--- config.mk ---
export PLATFORM = sky130hd
export DESIGN_NAME = video_card_control_registers_unit
export DESIGN_NICKNAME = d
export VERILOG_FILES = /design/src/design/vccr_pkg.sv /design/src/design/vccr_core.sv /design/src/design/video_card_control_registers_unit.sv
export SDC_FILE = /design/constraint.sdc
export NUM_CORES = 1
export LEC_CHECK = 0
export BUFFER_PORTS_ARGS = -buffer_cell sky130_fd_sc_hd__buf_2
export CAP_MARGIN = 20
export CORE_MARGIN = 1
export CORE_UTILIZATION = 39
export DETAILED_ROUTE_END_ITERATION = 8
export PLACE_DENSITY = 0.61
export SLEW_MARGIN = 20
export SYNTH_ARGS = -nofsm -noshare
export SYNTH_HDL_FRONTEND = slang
export SYNTH_HIERARCHICAL = 1
export SYNTH_SLANG_ARGS = --single-unit
--- constraint.sdc ---
create_clock -name i_clk -period 28.1 [get_ports i_clk]
set_input_delay 4.215 -clock i_clk [delete_from_list [all_inputs] [get_ports i_clk]]
set_output_delay 4.215 -clock i_clk [all_outputs]
set_load 0.01 [all_outputs]
--- src/design/vccr_pkg.sv ---
// shared types, register offsets and constants for the display card control registers
// no dependencies; imported by vccr_core, video_card_control_registers_unit and the testbench

package vccr_pkg;

    typedef enum logic [1:0] {
        CMD_READ  = 2'd0,
        CMD_WRITE = 2'd1,
        CMD_TICK  = 2'd2
    } t_cmd;

    localparam logic [15:0] OFS_VPAN_LO    = 16'h3844;
    localparam logic [15:0] OFS_VPAN_HI    = 16'h3846;
    localparam logic [15:0] OFS_HPAN       = 16'h3848;
    localparam logic [15:0] OFS_IRQ        = 16'h385c;
    localparam logic [15:0] OFS_CLUT_ADDR  = 16'h3a00;
    localparam logic [15:0] OFS_CLUT_DATA  = 16'h3a01;
    localparam logic [15:0] OFS_PARAM_DATA = 16'h3c00;
    localparam logic [15:0] OFS_PARAM_RST  = 16'h3e02;

    // fixed read-back locations
    localparam logic [15:0] OFS_RD_FF_A = 16'h3826;
    localparam logic [15:0] OFS_RD_FF_B = 16'h382e;
    localparam logic [15:0] OFS_RD_F5_A = 16'h3824;
    localparam logic [15:0] OFS_RD_F5_B = 16'h382c;

    localparam logic [31:0] RD_FF          = 32'h0000_00ff;
    localparam logic [31:0] RD_F5          = 32'hffff_fff5;
    localparam logic [31:0] RD_IRQ_PENDING = 32'h0000_0008;
    localparam logic [31:0] PARAM_RST_KEY  = 32'h0000_0001;

    localparam int unsigned NUM_TIMING = 8;

    // hsync, hstart, hend, htotal, vsync, vstart, vend, vtotal
    localparam logic [15:0] TIMING_RESET [NUM_TIMING] = '{
        16'hffe8, 16'hffc0, 16'hfec0, 16'hfeb4,
        16'hfffd, 16'hffdf, 16'hfcdf, 16'hfcdc
    };

    // low byte offset of each timing word, high byte sits two above
    localparam logic [15:0] TIMING_OFS [NUM_TIMING] = '{
        16'h3804, 16'h3808, 16'h380c, 16'h3810,
        16'h3818, 16'h381c, 16'h3824, 16'h3828
    };

    localparam logic [15:0] TIMING_HI_STEP = 16'd2;

    localparam logic [3:0] SHIFT_SEL_BITS = 4'd2;
    localparam logic [3:0] SHIFT_LAST     = 4'd9;
    localparam logic [3:0] SHIFT_FULL     = 4'd10;

    localparam logic [1:0] SEL_MODE = 2'd0;
    localparam logic [1:0] SEL_HPAN = 2'd1;

    localparam logic [1:0] COLOR_LAST = 2'd2;

    localparam logic signed [15:0] VT_80M   = -16'sd803;
    localparam logic signed [15:0] VT_55M   = -16'sd654;
    localparam logic signed [15:0] VT_30M   = -16'sd525;
    localparam logic signed [15:0] VT_15M   = -16'sd411;
    localparam logic signed [15:0] VT_14M_I = -16'sd262;

    localparam logic [2:0] CLK_64M   = 3'd0;
    localparam logic [2:0] CLK_80M   = 3'd1;
    localparam logic [2:0] CLK_55M   = 3'd2;
    localparam logic [2:0] CLK_30M   = 3'd3;
    localparam logic [2:0] CLK_15M   = 3'd4;
    localparam logic [2:0] CLK_14M_I = 3'd5;

    typedef struct packed {
        logic [1:0]  command;
        logic [15:0] reg_offset;
        logic [31:0] write_data;
    } t_item;

    typedef struct packed {
        logic [31:0] read_data;
        logic        irq;
        logic        pal_write;
        logic [7:0]  pal_index;
        logic [7:0]  pal_red;
        logic [7:0]  pal_green;
        logic [7:0]  pal_blue;
        logic [1:0]  pixel_mode;
        logic        zoom;
        logic        timing_valid;
        logic [2:0]  clock_select;
        logic [10:0] hpan;
    } t_result;

    function automatic logic [7:0] rev8(input logic [7:0] v);
        logic [7:0] r;
        for (int k = 0; k < 8; k++) begin
            r[k] = v[7 - k];
        end
        return r;
    endfunction

endpackage

--- src/design/vccr_core.sv ---
// register state and single-pass update logic for one bus transaction or tick
// depends on vccr_pkg

module vccr_core (
    input  logic             i_clk,
    input  logic             i_rst_n,
    input  logic             i_fire,
    input  vccr_pkg::t_item  i_item,
    output vccr_pkg::t_result o_result
);
    import vccr_pkg::*;

    logic [15:0] r_timing [NUM_TIMING];
    logic [9:0]  r_vpan;
    logic [10:0] r_hpan;
    logic        r_zoom;
    logic [1:0]  r_mode;
    logic        r_vbl_disabled;
    logic        r_vbl_pending;
    logic [1:0]  r_color_count;
    logic [7:0]  r_color_hold [2];
    logic [7:0]  r_table_offset;
    logic [3:0]  r_shift_count;
    logic [1:0]  r_shift_select;
    logic [7:0]  r_shift_value;

    logic [15:0] n_timing [NUM_TIMING];
    logic [9:0]  n_vpan;
    logic [10:0] n_hpan;
    logic        n_zoom;
    logic [1:0]  n_mode;
    logic        n_vbl_disabled;
    logic        n_vbl_pending;
    logic [1:0]  n_color_count;
    logic [7:0]  n_color_hold [2];
    logic [7:0]  n_table_offset;
    logic [3:0]  n_shift_count;
    logic [1:0]  n_shift_select;
    logic [7:0]  n_shift_value;

    logic [7:0]  inv_byte;
    logic        param_bit;
    logic [2:0]  value_pos;
    logic        timing_hit;
    logic [31:0] rd;
    logic        pal_write;
    logic [7:0]  pal_index;
    logic [7:0]  pal_red;
    logic [7:0]  pal_green;
    logic [7:0]  pal_blue;
    logic        timing_valid;
    logic [2:0]  clock_select;

    assign inv_byte  = ~i_item.write_data[7:0];
    assign param_bit = ~i_item.write_data[0];
    assign value_pos = 3'(r_shift_count - SHIFT_SEL_BITS);

    always_comb begin
        n_timing       = r_timing;
        n_vpan         = r_vpan;
        n_hpan         = r_hpan;
        n_zoom         = r_zoom;
        n_mode         = r_mode;
        n_vbl_disabled = r_vbl_disabled;
        n_vbl_pending  = r_vbl_pending;
        n_color_count  = r_color_count;
        n_color_hold   = r_color_hold;
        n_table_offset = r_table_offset;
        n_shift_count  = r_shift_count;
        n_shift_select = r_shift_select;
        n_shift_value  = r_shift_value;
        timing_hit     = 1'b0;
        rd             = '0;
        pal_write      = 1'b0;
        pal_index      = '0;
        pal_red        = '0;
        pal_green      = '0;
        pal_blue       = '0;

        case (t_cmd'(i_item.command))
            CMD_READ: begin
                case (i_item.reg_offset)
                    OFS_RD_FF_A, OFS_RD_FF_B: rd = RD_FF;
                    OFS_RD_F5_A, OFS_RD_F5_B: rd = RD_F5;
                    OFS_VPAN_HI: rd = ~{27'd0, r_zoom, 2'd0, r_vpan[9:8]};
                    OFS_HPAN:    rd = ~{25'd0, r_hpan[10:4]};
                    OFS_IRQ:     rd = r_vbl_pending ? RD_IRQ_PENDING : '0;
                    default:     rd = '0;
                endcase
            end
            CMD_WRITE: begin
                for (int i = 0; i < NUM_TIMING; i++) begin
                    if (i_item.reg_offset == TIMING_OFS[i]) begin
                        n_timing[i][7:0] = i_item.write_data[7:0];
                        timing_hit       = 1'b1;
                    end else if (i_item.reg_offset == TIMING_OFS[i] + TIMING_HI_STEP) begin
                        n_timing[i][15:8] = i_item.write_data[7:0];
                        timing_hit        = 1'b1;
                    end
                end
                if (!timing_hit) begin
                    case (i_item.reg_offset)
                        OFS_VPAN_LO: n_vpan[7:0] = inv_byte;
                        OFS_VPAN_HI: begin
                            n_vpan[9:8] = inv_byte[1:0];
                            n_zoom      = inv_byte[4];
                        end
                        OFS_HPAN: n_hpan[10:4] = inv_byte[6:0];
                        OFS_IRQ: begin
                            if (i_item.write_data[4]) begin
                                n_vbl_disabled = 1'b1;
                                n_vbl_pending  = 1'b0;
                            end else begin
                                n_vbl_disabled = 1'b0;
                            end
                        end
                        OFS_CLUT_ADDR: n_table_offset = inv_byte;
                        OFS_CLUT_DATA: begin
                            if (r_color_count < COLOR_LAST) begin
                                n_color_hold[r_color_count[0]] = inv_byte;
                                n_color_count = r_color_count + 2'd1;
                            end else begin
                                pal_write      = 1'b1;
                                pal_index      = rev8(r_table_offset);
                                pal_red        = r_color_hold[0];
                                pal_green      = r_color_hold[1];
                                pal_blue       = inv_byte;
                                n_table_offset = r_table_offset + 8'd1;
                                n_color_count  = '0;
                            end
                        end
                        OFS_PARAM_DATA: begin
                            if (r_shift_count < SHIFT_SEL_BITS) begin
                                n_shift_select[r_shift_count[0]] = param_bit;
                            end else if (r_shift_count < SHIFT_FULL) begin
                                n_shift_value[value_pos] = param_bit;
                                if (r_shift_count == SHIFT_LAST) begin
                                    if (r_shift_select == SEL_MODE) begin
                                        n_mode = n_shift_value[1:0];
                                    end else if (r_shift_select == SEL_HPAN) begin
                                        n_hpan[3:0] = n_shift_value[6:3];
                                    end
                                end
                            end
                            if (r_shift_count < SHIFT_FULL) begin
                                n_shift_count = r_shift_count + 4'd1;
                            end
                        end
                        OFS_PARAM_RST: begin
                            if (i_item.write_data == PARAM_RST_KEY) begin
                                n_shift_count = '0;
                            end
                        end
                        default: ;
                    endcase
                end
            end
            CMD_TICK: begin
                if (!r_vbl_disabled) begin
                    n_vbl_pending = 1'b1;
                end
            end
            default: ;
        endcase
    end

    // timing checks and clock choice on the updated words
    always_comb begin
        timing_valid = ($signed(n_timing[1]) < $signed(n_timing[0])) &&
                       ($signed(n_timing[2]) < $signed(n_timing[1])) &&
                       ($signed(n_timing[3]) < $signed(n_timing[2])) &&
                       ($signed(n_timing[5]) < $signed(n_timing[4])) &&
                       ($signed(n_timing[6]) < $signed(n_timing[5])) &&
                       ($signed(n_timing[7]) < $signed(n_timing[6]));
        case (n_timing[7])
            VT_80M:   clock_select = CLK_80M;
            VT_55M:   clock_select = CLK_55M;
            VT_30M:   clock_select = CLK_30M;
            VT_15M:   clock_select = CLK_15M;
            VT_14M_I: clock_select = CLK_14M_I;
            default:  clock_select = CLK_64M;
        endcase
    end

    always_comb begin
        o_result.read_data    = rd;
        o_result.irq          = n_vbl_pending;
        o_result.pal_write    = pal_write;
        o_result.pal_index    = pal_index;
        o_result.pal_red      = pal_red;
        o_result.pal_green    = pal_green;
        o_result.pal_blue     = pal_blue;
        o_result.pixel_mode   = n_mode;
        o_result.zoom         = n_zoom;
        o_result.timing_valid = timing_valid;
        o_result.clock_select = clock_select;
        o_result.hpan         = n_hpan;
    end

    always_ff @(posedge i_clk) begin
        if (!i_rst_n) begin
            r_timing       <= TIMING_RESET;
            r_vpan         <= '0;
            r_hpan         <= '0;
            r_zoom         <= 1'b0;
            r_mode         <= '0;
            r_vbl_disabled <= 1'b1;
            r_vbl_pending  <= 1'b0;
            r_color_count  <= '0;
            r_color_hold   <= '{8'd0, 8'd0};
            r_table_offset <= '0;
            r_shift_count  <= '0;
            r_shift_select <= '0;
            r_shift_value  <= '0;
        end else if (i_fire) begin
            r_timing       <= n_timing;
            r_vpan         <= n_vpan;
            r_hpan         <= n_hpan;
            r_zoom         <= n_zoom;
            r_mode         <= n_mode;
            r_vbl_disabled <= n_vbl_disabled;
            r_vbl_pending  <= n_vbl_pending;
            r_color_count  <= n_color_count;
            r_color_hold   <= n_color_hold;
            r_table_offset <= n_table_offset;
            r_shift_count  <= n_shift_count;
            r_shift_select <= n_shift_select;
            r_shift_value  <= n_shift_value;
        end
    end

endmodule

--- src/design/video_card_control_registers_unit.sv ---
// top level of the display card control registers: input register, result register, flow control
// depends on vccr_pkg and vccr_core
//
// usage:
//   input channel carries one transaction per item: a bus read, a bus write or a
//   vertical blank tick (i_command, i_reg_offset, i_write_data). it is taken on a
//   rising edge with i_valid high and o_stall low.
//   output channel returns exactly one result per transaction (o_read_data, o_irq,
//   palette write fields and the status fields after the transaction), taken on a
//   rising edge with o_valid high and i_stall low.
//   a transaction passes the input register, then the single update stage and the
//   result register, before o_valid rises. throughput: one transaction per cycle
//   while i_stall is low, set by the single update stage between the two registers.
//   when the receiver stalls, the result register holds and the input register
//   keeps one more transaction; o_stall rises only once both are full.
//   synchronous active-low reset empties both registers and loads the default
//   timing words, interrupt disabled, all other state cleared.

module video_card_control_registers_unit (
    input  logic        i_clk,
    input  logic        i_rst_n,
    input  logic        i_valid,
    output logic        o_stall,
    input  logic [1:0]  i_command,
    input  logic [15:0] i_reg_offset,
    input  logic [31:0] i_write_data,
    output logic        o_valid,
    input  logic        i_stall,
    output logic [31:0] o_read_data,
    output logic        o_irq,
    output logic        o_pal_write,
    output logic [7:0]  o_pal_index,
    output logic [7:0]  o_pal_red,
    output logic [7:0]  o_pal_green,
    output logic [7:0]  o_pal_blue,
    output logic [1:0]  o_pixel_mode,
    output logic        o_zoom,
    output logic        o_timing_valid,
    output logic [2:0]  o_clock_select,
    output logic [10:0] o_hpan
);
    import vccr_pkg::*;

    logic    r_item_valid;
    t_item   r_item;
    logic    r_out_valid;
    t_result r_out;

    logic    n_item_valid;
    logic    n_out_valid;
    logic    advance;
    logic    accept;
    t_result core_result;

    assign advance      = r_item_valid && (!r_out_valid || !i_stall);
    assign o_stall      = r_item_valid && !advance;
    assign accept       = i_valid && !o_stall;
    assign n_item_valid = o_stall ? 1'b1 : i_valid;
    assign n_out_valid  = advance ? 1'b1 : (r_out_valid && i_stall);

    vccr_core u_core (
        .i_clk    (i_clk),
        .i_rst_n  (i_rst_n),
        .i_fire   (advance),
        .i_item   (r_item),
        .o_result (core_result)
    );

    always_ff @(posedge i_clk) begin
        if (!i_rst_n) begin
            r_item_valid <= 1'b0;
            r_out_valid  <= 1'b0;
        end else begin
            r_item_valid <= n_item_valid;
            r_out_valid  <= n_out_valid;
        end
    end

    always_ff @(posedge i_clk) begin
        if (accept) begin
            r_item.command    <= i_command;
            r_item.reg_offset <= i_reg_offset;
            r_item.write_data <= i_write_data;
        end
        if (advance) begin
            r_out <= core_result;
        end
    end

    assign o_valid        = r_out_valid;
    assign o_read_data    = r_out.read_data;
    assign o_irq          = r_out.irq;
    assign o_pal_write    = r_out.pal_write;
    assign o_pal_index    = r_out.pal_index;
    assign o_pal_red      = r_out.pal_red;
    assign o_pal_green    = r_out.pal_green;
    assign o_pal_blue     = r_out.pal_blue;
    assign o_pixel_mode   = r_out.pixel_mode;
    assign o_zoom         = r_out.zoom;
    assign o_timing_valid = r_out.timing_valid;
    assign o_clock_select = r_out.clock_select;
    assign o_hpan         = r_out.hpan;

endmodule

Word-level counts from Yosys, hierarchy flattened
Cells that the tools add are included.
{ "op_classes": {"shifts": 0, "add_sub_neg": 4, "bitwise": 9, "div": 0, "order_cmp": 15, "n_mux": 88, "mul": 0, "n_eq_ne": 38, "n_reduce_logical": 33} }
{ "ops": {"columns": ["cell", "n"], "rows": [
  ["equality test 16 x 14 -> 1 bit (second input constant)", 25],
  ["two-way mux 8 bit", 26],
  ["one-hot mux 32 bit (5 select lines)", 1],
  ["two-way mux 128 bit", 1],
  ["< comparator 16 bit", 6],
  ["equality test 16 bit (second input constant)", 5],
  ["two-way mux 4 bit", 9],
  ["equality test 32 x 1 -> 1 bit (second input constant)", 1],
  ["inverter 5 -> 32 bit", 1],
  ["inverter 7 -> 32 bit", 1],
  ["two-way mux 1 bit", 30],
  ["two-way mux 11 bit", 2],
  ["bitwise mux 16 bit", 1],
  ["two-way mux 2 bit", 8],
  ["one-hot mux 8 bit (2 select lines)", 1],
  ["one-hot mux 3 bit (5 select lines)", 1],
  ["AND reduction 5 bit", 3],
  ["logical AND 1 bit", 12],
  ["AND reduction 4 bit", 3],
  ["AND reduction 6 bit", 2],
  ["adder 8 x 1 -> 8 bit (second input constant)", 1],
  ["bitwise mux 8 bit", 1],
  ["demux 8 bit (select 1 bit)", 1],
  ["inverter 8 bit", 1],
  ["other kinds (32)", 44]
]} }
{ "totals": {"latchBits": 0, "wordCells": 225, "regBits": 322, "inputBits": 54, "memories": 0, "rom_bits": 0, "ram_bits": 0} }

Longest topological paths before layout
{ "depth": {"word_depth": 20, "ltp_mapped": 18, "mapped_depth_nobuf": 16} }

Hierarchy
Netlist, hierarchy kept.
{ "by_module_without_submodules": {"columns": ["module", "instances", "area_each_um2", "cells_per_inst"], "rows": [
  ["vccr_core", 1, 12260.5, 1569],
  ["video_card_control_registers_unit", 1, 4107.7, 142]
]} }

Worst setup path before layout
No wires, ideal clock.
{ "synth_path": {"path_kind": "input -> register", "start": "in i_stall", "end": "reg u_core/r_color_hold[0] in the netlist's numbering", "path_stages": 8, "arrival_ps": 11890, "required_ps": 27972, "slack_ps": 16083, "path_buffers": 3, "path_cell_list": "a21boi_0 clkbuf_1 nand2_1 or4b_1 clkbuf_1 buf_2 a21oi_1 nor2_1"} }
{ "synth_between": {"elab_chain_cells": 4} }
{ "synth_lines": {"columns": ["element", "line", "rtl"], "rows": [
  ["start, declared", "video_card_control_registers_unit.sv:28", "input logic i_stall,"],
  ["zero test 1 bit", "video_card_control_registers_unit.sv:55", "assign advance = r_item_valid && (!r_out_valid || !i_stall);"],
  ["logical OR 1 bit", "video_card_control_registers_unit.sv:55", null],
  ["logical AND 1 bit", "video_card_control_registers_unit.sv:55", null],
  ["AND reduction 5 bit (no source line)", null, null],
  ["end signal, assigned", "vccr_core.sv:210", "r_color_hold <= '{8'd0, 8'd0};"],
  ["end signal, assigned", "vccr_core.sv:224", "r_color_hold <= n_color_hold;"],
  ["end, declared", "vccr_core.sv:21", "logic [7:0] r_color_hold [2];"]
]} }
No other way between the ends.
A chain may end at the register's enable or synchronous reset.

Final worst setup path
{ "layout_path": {"start": "in i_stall", "end": "out o_stall"} }
{ "layout_between": {"elab_chain_cells": 5} }
{ "layout_lines": {"columns": ["element", "line", "rtl"], "rows": [
  ["zero test 1 bit", "video_card_control_registers_unit.sv:55", null],
  ["logical OR 1 bit", "video_card_control_registers_unit.sv:55", null],
  ["logical AND 1 bit", "video_card_control_registers_unit.sv:55", null],
  ["zero test 1 bit", "video_card_control_registers_unit.sv:56", "assign o_stall = r_item_valid && !advance;"],
  ["logical AND 1 bit", "video_card_control_registers_unit.sv:56", null],
  ["end, declared", "video_card_control_registers_unit.sv:23", "output logic o_stall,"]
]} }
No other way between the ends.

==> results.sh <==
export IMPL_run_status="finished, violations left"
export IMPL_violations="DRC"
export IMPL_cts_tree="built"
export IMPL_overflow=0
export IMPL_grt_pass1_wl_um=60200
export IMPL_synth_avg_cell_area_sq_um=9.57
export IMPL_yosysWarnings=6
export IMPL_cpLargestDelayFamily="buffers and inverters"
export IMPL_dp_slack_ns=19.19
export IMPL_placementRows=74
export IMPL_synth_top_area_cell="edfxtp_1"
export IMPL_dp_cells=2275
export IMPL_hold_viol_final=0
export IMPL_drv_slew=0
export IMPL_dieHeight_um=207
export IMPL_gp_congestion=0.853
export IMPL_peakVddDrop_mv=0.0405
export IMPL_route_detailed_wl_per_inst_um=16.6
export IMPL_cts_buffer_depth=3
export IMPL_hold_class="reg2reg"
export IMPL_setup_ws_ns=19.20
export IMPL_fin_setup_tns_ns=0
export IMPL_maxCapViolations=0
export IMPL_criticalPathCategory="in2out"
export IMPL_hold_buffers=0
export IMPL_dieArea_sq_um=42800
export IMPL_cp_arrival_ns=4.69
export IMPL_die_w_um=207
export IMPL_setup_viol=0
export IMPL_clkLatencyLatePin_ns=0.52
export IMPL_ant_nets=0
export IMPL_cp_end_kind="primary output"
export IMPL_power_leakage_nw=7.02
export IMPL_diodes=0
export IMPL_synthArstFlopShare=0
export IMPL_critPathLaunchType="primary input"
export IMPL_synth_edf_count=134
export IMPL_clock_fmax_ghz=0.112
export IMPL_slowest_stage="and3_4"
export IMPL_drt_initial_drc_count=767
export IMPL_crit_top_cell="buf_2"
export IMPL_antenna_found_initial=0
export IMPL_drt_first_pass_iters=8
export IMPL_coreArea_sq_um=41100
export IMPL_drive_above_1_share=0.153
export IMPL_fin_crit_sh=0.317
export IMPL_start_util=0.398
export IMPL_layout_nets=1930
export IMPL_tightest_slew_ns=1.07
export IMPL_htree_levels=2
export IMPL_syn_num_nets=1861
export IMPL_yosysSeqAreaShare=0.473
export IMPL_path_buf_inv=2
export IMPL_critPathRequiredTime_ns=23.89
export IMPL_grt_start_max_net_pins=239
export IMPL_grt_usage=0.177
export IMPL_path_clk_slew_ns=0.06
export IMPL_rsz0062_at_grt="no"
export IMPL_skew_ns=0.0147
export IMPL_port_buffers=139
export IMPL_placed_area_sq_um=17300
export IMPL_relSlewSlack=0.283
export IMPL_synth_distinct_cells=84
export IMPL_post_route_min_period_ns=8.90
export IMPL_synthTopCellsByCount="245 x nand2_1, 186 x dfxtp_1, 147 x nor2_1"
export IMPL_drc_errors=15
export IMPL_powerDensity_nw_per_um2=56.1
export IMPL_synth_ff_type="dfxtp_1"
export IMPL_critPathMaxStageDelay_ns=0.21
export IMPL_cts_root_buf="clkbuf_16"
export IMPL_grt_pass1_vias=11467
export IMPL_numCtsBuffers=35
export IMPL_syn_inst=1711
export IMPL_fin_cells=2338
export IMPL_synth_most_common_cell="nand2_1"
export IMPL_via_per_inst=5.26
export IMPL_stdcell_area_sq_um=18400
export IMPL_ios=140
export IMPL_cts_sinks=320
export IMPL_crit_chain="buf_2, and3_4, buf_2"
export IMPL_dp_final_hpwl_um=25400
export IMPL_wirelength_um=38800
export IMPL_via_count=12305
export IMPL_synth_top_area_frac=0.246
export IMPL_syn_cell_area_sq_um=16400
export IMPL_area_growth_pct=12.7
export IMPL_cts_post_setup_buffers_inserted=0
export IMPL_critPathMaxFanout=3
export IMPL_yosys_register_bits=320
export IMPL_post_cts_resized=0
export IMPL_yosys_top_cells_area="edfxtp_1 25%, dfxtp_1 23%, mux2i_1 7.6%, ha_1 7.3%, nand2_1 5.6%"
-- worst min-delay path: cells and delay by family (launching register included) --
kind | cells | cell delay, ns
flip-flops | 1 | 0.31
AND/OR/NAND/NOR | 1 | 0.05
AO/OA/AOI/OAI | 1 | 0.05
-- per-layer routing --
layer  share of wire  wire length [um]  track usage  vias up
met1            0.47             18100        0.241     5848
met3           0.049              1900       0.0234       59
met5               0                 0            0        -
met4           0.019               750       0.0487        0
met2            0.47             18100        0.294      275
li1                -                 -            -     6123
-- metrics by stage --
stage | power [mW] | util | hold WS (ns)
3_3_place_gp | 0.579 | 0.420 | 0.436
4_1_cts | 1.05 | 0.449 | 0.450
2_1_floorplan | 0.556 | - | 0.427
6_report | 1.04 | 0.449 | 0.450
3_5_place_dp | 0.581 | 0.420 | 0.441
5_1_grt | 1.07 | 0.449 | 0.463
-- cell families after synthesis --
family,after synthesis,share of synthesized area
fa+ha+maj,96,0.0734
mux,151,0.0943
buf+inv,224,0.0595
xor+xnor,1,0.000535
compound gates,302,0.111
flops,320,0.473
simple gates,617,0.188
-- report_power, final --
group / total, mW / internal (mW) / switching, mW
logic: 0.0660 / 0.0209 / 0.0451
registers: 0.505 / 0.498 / 0.00693
clock network: 0.465 / 0.278 / 0.187
-- final timing paths --
path	to	startpoint	slack (ns)	depth (start not counted)
min	u_core/r_color_hold[4]	u_core/r_color_hold[4]	0.45	2
min reg2reg	u_core/r_color_hold[4]	u_core/r_color_hold[4]	0.45	2
max	o_stall	i_stall	19.20	3
max reg2reg	o_timing_valid	r_item[49]	22.82	15
-- area by class of cell --
type	instances	area, sq um
fill	3959	22700
sequential	320	7750
multi-input combinational	1167	7670
clock buffer	47	993
timing repair buffer	152	806
tap	532	666
inverter	104	390
clock inverter	16	175
-- sequential cells by signal (all words and copies together) (netlist names), 11 cells and up --
signal               cells
u_core/r_color_hold     16
o_read_data             32
r_item                  50
u_core/r_timing        128
o_hpan                  11
u_core/r_hpan           11
-- layout by cell type, fill, tap and decap left out, types with 27 or more instances in the layout --
cell type	synthesis	final
inv_1	102	102
buf_2	8	139
nor2_1	147	147
a211oi_1	28	28
o21ai_0	117	117
clkbuf_16	0	37
ha_1	96	96
nor3_1	27	27
a21oi_1	78	78
edfxtp_1	134	134
nand2_1	245	245
dfxtp_1	186	186
mux2i_1	125	125
nand3_1	33	33
Power figures use the tool's default switching activity.
